### config.mk
export PLATFORM = sky130hd
export DESIGN_NAME = prs_front
export DESIGN_NICKNAME = d
export VERILOG_FILES = /design/src/hw/rtl/prs_pkg.sv /design/src/hw/rtl/prs_front.sv
export SDC_FILE = /design/constraint.sdc
export NUM_CORES = 1
export LEC_CHECK = 0
export BUFFER_PORTS_ARGS = -buffer_cell sky130_fd_sc_hd__buf_4
export CORE_UTILIZATION = 35
export DETAILED_ROUTE_END_ITERATION = 8
export PLACE_DENSITY = 0.56
export SETUP_SLACK_MARGIN = 0.05
export SKIP_CTS_REPAIR_TIMING = 1
export SKIP_LAST_GASP = 1
export SYNTH_ARGS = -nofsm -noshare
export SYNTH_HDL_FRONTEND = slang
export SYNTH_SLANG_ARGS = --single-unit
### constraint.sdc
create_clock -name clk_i -period 2.6 [get_ports clk_i]
set_input_delay 0.39 -clock clk_i [delete_from_list [all_inputs] [get_ports clk_i]]
set_output_delay 0.39 -clock clk_i [all_outputs]
set_load 0.1 [all_outputs]
### src/hw/rtl/prs_pkg.sv
// ----------------------------------------------------------------------------
// prs_pkg: shared types and constants of the PageRank edge stream engine
// Vertex sizing, request codes, the front-to-back queue item and the states
// of the back-end sequencer.
// ----------------------------------------------------------------------------
`default_nettype none
package prs_pkg;

  localparam int unsigned MaxVertices = 1024;
  localparam int unsigned VertexW     = $clog2(MaxVertices);
  localparam int unsigned CountW      = VertexW + 1;
  localparam int unsigned RankW       = 32;
  localparam int unsigned DampW       = 16;
  localparam int unsigned QueueDepth  = 2;

  localparam logic [DampW-1:0] DampingReset = 16'd55706;
  localparam logic [RankW-1:0] RankReset    = 32'(64'h8000_0000 / MaxVertices);
  localparam logic [RankW-1:0] RankMax      = '1;

  // Request codes as they arrive on the input stream.
  localparam logic [2:0] ReqCount  = 3'd0;
  localparam logic [2:0] ReqBegin  = 3'd1;
  localparam logic [2:0] ReqProp   = 3'd2;
  localparam logic [2:0] ReqEnd    = 3'd3;
  localparam logic [2:0] ReqRead   = 3'd4;

  typedef enum logic [2:0] {
    OP_COUNT,
    OP_BEGIN,
    OP_PROP,
    OP_END,
    OP_READ,
    OP_NONE
  } op_e;

  typedef struct packed {
    op_e                op;
    logic [VertexW-1:0] src;
    logic [VertexW-1:0] dst;
  } item_t;

  typedef struct packed {
    logic  valid;
    item_t item;
  } queue_head_t;

  typedef enum logic [3:0] {
    ST_CLEAR,
    ST_IDLE,
    ST_CE_WR,
    ST_PROP_WR,
    ST_READ_OUT,
    ST_BEG_RD,
    ST_BEG_MUL,
    ST_BEG_DIVS,
    ST_BEG_DIVW,
    ST_BASE_DIVS,
    ST_BASE_DIVW,
    ST_FILL,
    ST_END_RD,
    ST_END_WR
  } state_e;

endpackage
`default_nettype wire

### src/hw/rtl/prs_front.sv
// ----------------------------------------------------------------------------
// prs_front: request intake and queue
// Decodes each incoming word into an operation and holds it in a short queue
// until the back end takes it.
// ----------------------------------------------------------------------------
`default_nettype none
module prs_front import prs_pkg::*; (
  input  wire logic        clk_i,
  input  wire logic        rst_ni,
  input  wire logic        s_tvalid_i,
  output logic             s_tready_o,
  input  wire logic [23:0] s_tdata_i,
  output queue_head_t      head_o,
  input  wire logic        pop_i
);

  localparam int unsigned PtrW = $clog2(QueueDepth);

  item_t           entry_q [QueueDepth];
  logic [PtrW-1:0] rd_ptr_q, rd_ptr_d, wr_ptr_q, wr_ptr_d;
  logic [PtrW:0]   fill_q, fill_d;
  item_t           decoded;
  logic            push;

  always_comb begin
    case (s_tdata_i[2:0])
      ReqCount: decoded.op = OP_COUNT;
      ReqBegin: decoded.op = OP_BEGIN;
      ReqProp:  decoded.op = OP_PROP;
      ReqEnd:   decoded.op = OP_END;
      ReqRead:  decoded.op = OP_READ;
      default:  decoded.op = OP_NONE;
    endcase
    decoded.src = s_tdata_i[12:3];
    decoded.dst = s_tdata_i[22:13];
  end

  assign s_tready_o = (fill_q != (PtrW+1)'(QueueDepth));
  assign push       = s_tvalid_i && s_tready_o;
  assign head_o.valid = (fill_q != '0);
  assign head_o.item  = entry_q[rd_ptr_q];

  always_comb begin
    rd_ptr_d = rd_ptr_q;
    wr_ptr_d = wr_ptr_q;
    fill_d   = fill_q;
    if (push) begin
      wr_ptr_d = wr_ptr_q + 1'b1;
      fill_d   = fill_d + 1'b1;
    end
    if (pop_i) begin
      rd_ptr_d = rd_ptr_q + 1'b1;
      fill_d   = fill_d - 1'b1;
    end
  end

  always_ff @(posedge clk_i or negedge rst_ni) begin
    if (!rst_ni) begin
      rd_ptr_q <= '0;
      wr_ptr_q <= '0;
      fill_q   <= '0;
    end else begin
      rd_ptr_q <= rd_ptr_d;
      wr_ptr_q <= wr_ptr_d;
      fill_q   <= fill_d;
    end
  end

  always_ff @(posedge clk_i) begin
    if (push) begin
      entry_q[wr_ptr_q] <= decoded;
    end
  end

endmodule
`default_nettype wire

# [Word level (Yosys, flattened, before mapping)]
# Memories as Yosys holds them, arrays and structs flattened.
# Cells that the tools add are included.
[word_totals] ramBits=46 regBits=4 input_bits=28 out_inout_bits=25 wordCells=21 mem_count=1
[op_classes] eq_ne=5 addsub=4 mux=5 n_reduce_logical=3
[memory_table] memory="entry_q" depth=2 width=23 read_ports=1 rd_clocked_by_memory_dff=0 write_ports=1 line="prs_front.sv:19" rtl="item_t entry_q [QueueDepth];"
[op_table] operator="3-bit case mux with 5 select lines" count=1
[op_table] operator="3-bit by 2-bit equality test with 1-bit output (second input constant)" count=2
[op_table] operator="2-bit 2-to-1 mux" count=2
[op_table] operator="3-bit by 1-bit equality test with 1-bit output (second input constant)" count=1
[op_table] operator="3-bit equality test (second input constant)" count=1
[op_table] operator="3-bit logical NOT" count=1
[op_table] operator="1-bit adder (second input constant)" count=2
[op_table] operator="2-bit by 1-bit adder with 2-bit output (second input constant)" count=1
[op_table] operator="1-bit 2-to-1 mux" count=2
[op_table] operator="2-bit != test (second input constant)" count=1
[op_table] operator="2-bit nonzero test" count=1
[op_table] operator="2-bit by 1-bit subtractor with 2-bit output (second input constant)" count=1
[op_table] operator="1-bit logical AND" count=1

# [Depth between registers and ports, before layout]
[depth] depth_word=5 ltp_mapped=5 depth_no_buf=5

# [Worst setup path after synthesis]
# Ideal clock, no wire load.
[synth_path] kind="flip-flop to flip-flop" startpoint="reg fill_q[0]" endpoint="mem entry_q[0][0] (netlist name), enable pin" setup_time_ps=403 arrival_time_ps=2560 path_stages_with_launch=6 required_time_ps=2197 synth_period_minus_slack_ps=2963 path_buffers=0 path_slack_ps=-363 path_cell_list="dfrtp_1 inv_1 ha_1 inv_1 nand2_1 nor2_1"
[synth_via] elab_chain_len=4
[synth_lines] element="start, declared" line="prs_front.sv:21" rtl="logic [PtrW:0] fill_q, fill_d;"
[synth_lines] element="start signal, assigned" line="prs_front.sv:65" rtl="fill_q <= fill_d;"
[synth_lines] element="2-bit != test" line="prs_front.sv:38" rtl="assign s_tready_o = (fill_q != (PtrW+1)'(QueueDepth));"
[synth_lines] element="net s_tready_o" line="prs_front.sv:11" rtl="output logic s_tready_o,"
[synth_lines] element="1-bit logical AND" line="prs_front.sv:39" rtl="assign push = s_tvalid_i && s_tready_o;"
[synth_lines] element="1-bit 2-to-1 mux" line="prs_front.sv:70" rtl="if (push) begin"
[synth_lines] element="1-bit 2-to-1 mux (implied by the code)" line="prs_front.sv:71" rtl="entry_q[wr_ptr_q] <= decoded;"
[synth_lines] element="end, declared" line="prs_front.sv:19"
# The timed path passes the listed nets, and every way through them passes these cells.

==> metrics.md <==
| Metric | Value |
|---|---|
| Total grt overflow | `0` |
| Yosys reg bits | `50` |
| H-tree depth | `2` |
| Top-area cell type share of the netlist area | `68.8%` |
| Drt drc | `0` |
| Area of the mapped netlist | `2010 µm²` |
| Num rows | `27` |
| Number of buffers created by CTS | `5` |
| XOR/XNOR share of the synthesized area | `2.62%` |
| Crit path from | `rd_ptr_q` |
| CP Launch Type | `register` |
| Period utilization | `73.9%` |
| Die area | `6040 µm²` |
| Routability cong. | `0.628` |
| Die Wd | `77.7 µm` |
| Pin count of the biggest net entering global routing | `24` |
| Count of cell types in the netlist | `18` |
| Status | `complete, no violations` |
| Worst Hold Class | `in -> reg` |
| Slew margin rel. | `53.3%` |
| Fmax | `0.521 GHz` |
| TNS Setup | `0 ps` |
| Slew @ Worst Pin | `698 ps` |
| Initial Util | `36.5%` |
| RSZ-0062 raised after global routing | `no` |
| Post-synthesis simple-gate area fraction | `1.56%` |
| Post-layout net count | `185` |
| Clock Latency Late Sink | `300 ps` |
| Crit Path Max Fanout | `15` |
| First-pass GRT wire length | `5090 µm` |
| Final Hold Fails | `0` |
| Most area-consuming cells after synthesis | `edfxtp_1 69%, mux2_4 14%, dfrtp_1 5.0%` |
| Setup violations, final | `0` |
| Clock transition at path regs | `90 ps` |
| Adder-Cell Fraction of Synth Area | `1.25%` |
| Sink Count | `50` |
| Final WL | `3110 µm` |
| IO buf count | `51` |
| Synth Instances | `97` |
| R2r startpoint | `fill_q[0]` |
| Max-cap violations | `0` |
| Dpl ws | `657 ps` |
| Hold slack | `269 ps` |
| Root Buffer | `clkbuf_8` |
| Synth Area in Compound Gates | `0.374%` |
| CTS Buffer Depth | `2` |
| Routed Antenna Nets | `0` |
| Total track usage | `11.4%` |
| Average cell area after synthesis | `20.7 µm²` |
| Die height | `77.7 µm` |
| Synth Warn # | `0` |
| TritonCTS clock tree | `built` |
| Initial antenna violation count | `0` |
| Synth area leader | `edfxtp_1` |
| Syn Nets | `127` |
| WS Path Type | `reg -> out` |
| IO Pins | `53` |
| Ratio of cells with drive above 1 in the final layout | `54.5%` |
| Seq/Total Area, Yosys | `73.8%` |
| CP endpoint kind | `output port` |
| Fin. max-slew vios | `0` |
| Via Count | `996` |
| Drt pass-1 iters | `4` |
| Worst Clk Skew | `8.05 ps` |
| WL per Instance | `13.7 µm` |
| Hold_sp | `s_tdata_i[14]` |
| Setup WS post-layout | `679 ps` |
| CORE AREA | `5510 µm²` |
| Finished Core Util | `46.3%` |
| Tmin final | `1920 ps` |
| Number of global-route vias before repair | `1042` |
| Vias/cell | `4.37` |
| Arrival @ worst endpoint | `1530 ps` |
| Post-synthesis mux area share | `16.9%` |
| Largest family of logic cells by synthesized area | `multiplexers` |
| Area Growth Syn to Fin | `27.0%` |
| Initial DRC count | `62` |
| Req. time, crit path | `2210 ps` |
| Diode count | `0` |
[cell usage in the layout, fill, tap and decap left out]
master         count
and3_1             1
nand2_1            2
buf_4             54
a21o_1             1
clkinv_1           1
clkinv_2           1
dfrtp_1            4
clkinvlp_4         1
mux2_4            19
dlygate4sd3_1      1
nor2b_1            1
ha_1               2
nor2_4             1
clkbuf_8           5
mux2i_1            1
inv_1              4
edfxtp_1          46
xnor2_1            3
xor2_1             3
and2b_1            1
mux2_2             4
[cells by family after synthesis]
group                      count (synthesis)
and+or+nand+nor                            6
AOI/OAI and AO/OA                          1
muxes                                     24
DFF                                       50
buffers and inverters                      8
adders and majority gates                  2
xor gates and xnor gates                   6
[final timing paths]
check | endpoint | slack (ps) | depth (start not counted)
max reg2reg | entry_q[0][4] | 680 | 5
min in group asynchronous | wr_ptr_q | 420 | 2
max in group asynchronous | rd_ptr_q | 2080 | 2
min reg2reg | wr_ptr_q | 550 | 1
min | entry_q[0][1] | 270 | 1
max | head_o[1] | 680 | 3
[cell usage after synthesis]
library cell / instances
mux2_2: 4
ha_1: 2
clkbuf_1: 1
nand2_1: 2
xor2_1: 3
and2b_1: 1
edfxtp_1: 46
xnor2_1: 3
a21o_1: 1
buf_6: 1
mux2_4: 19
nor2b_1: 1
and3_1: 1
inv_1: 4
nor2_1: 1
dfrtp_1: 4
buf_12: 2
mux2i_1: 1
[worst max-delay path, cell delays in order, from the launching register on]
cell	delay (ps)
dfrtp_1	350
buf_4	280
mux2_2	380
buf_4	230
[area by class of cell]
cell class / count / area [µm²]
clock buffer: 5 / 68.8
clock inverter: 3 / 16.3
fill: 493 / 2960
inverter: 4 / 15.0
multi-input combinational: 39 / 464
sequential: 50 / 1480
tap: 72 / 90.1
timing repair buffer: 55 / 415
[metrics by stage]
step                cells  instance area (µm²)
global placement      219                 2460
CTS                   227                 2540
detailed placement    219                 2460
floorplan              97                 2020
global route          228                 2550
finish                228                 2550
[sequential cells by signal, indices dropped and copies added (netlist names)]
signal,count
fill_q,2
rd_ptr_q,1
wr_ptr_q,1
entry_q,46
[per-layer routing]
| metal | vias up | global-route usage [%] | routed length, µm |
|---|---|---|---|
| met5 | - | 0 | 0 |
| met4 | 0 | 4.53 | 44 |
| met3 | 6 | 4.24 | 212 |
| met2 | 39 | 19.2 | 1550 |
| met1 | 480 | 13.1 | 1310 |
| li1 | 471 | - | - |
Power is not shown: default switching activity piles up to over one toggle a cycle in this logic, so the estimate is an artifact.
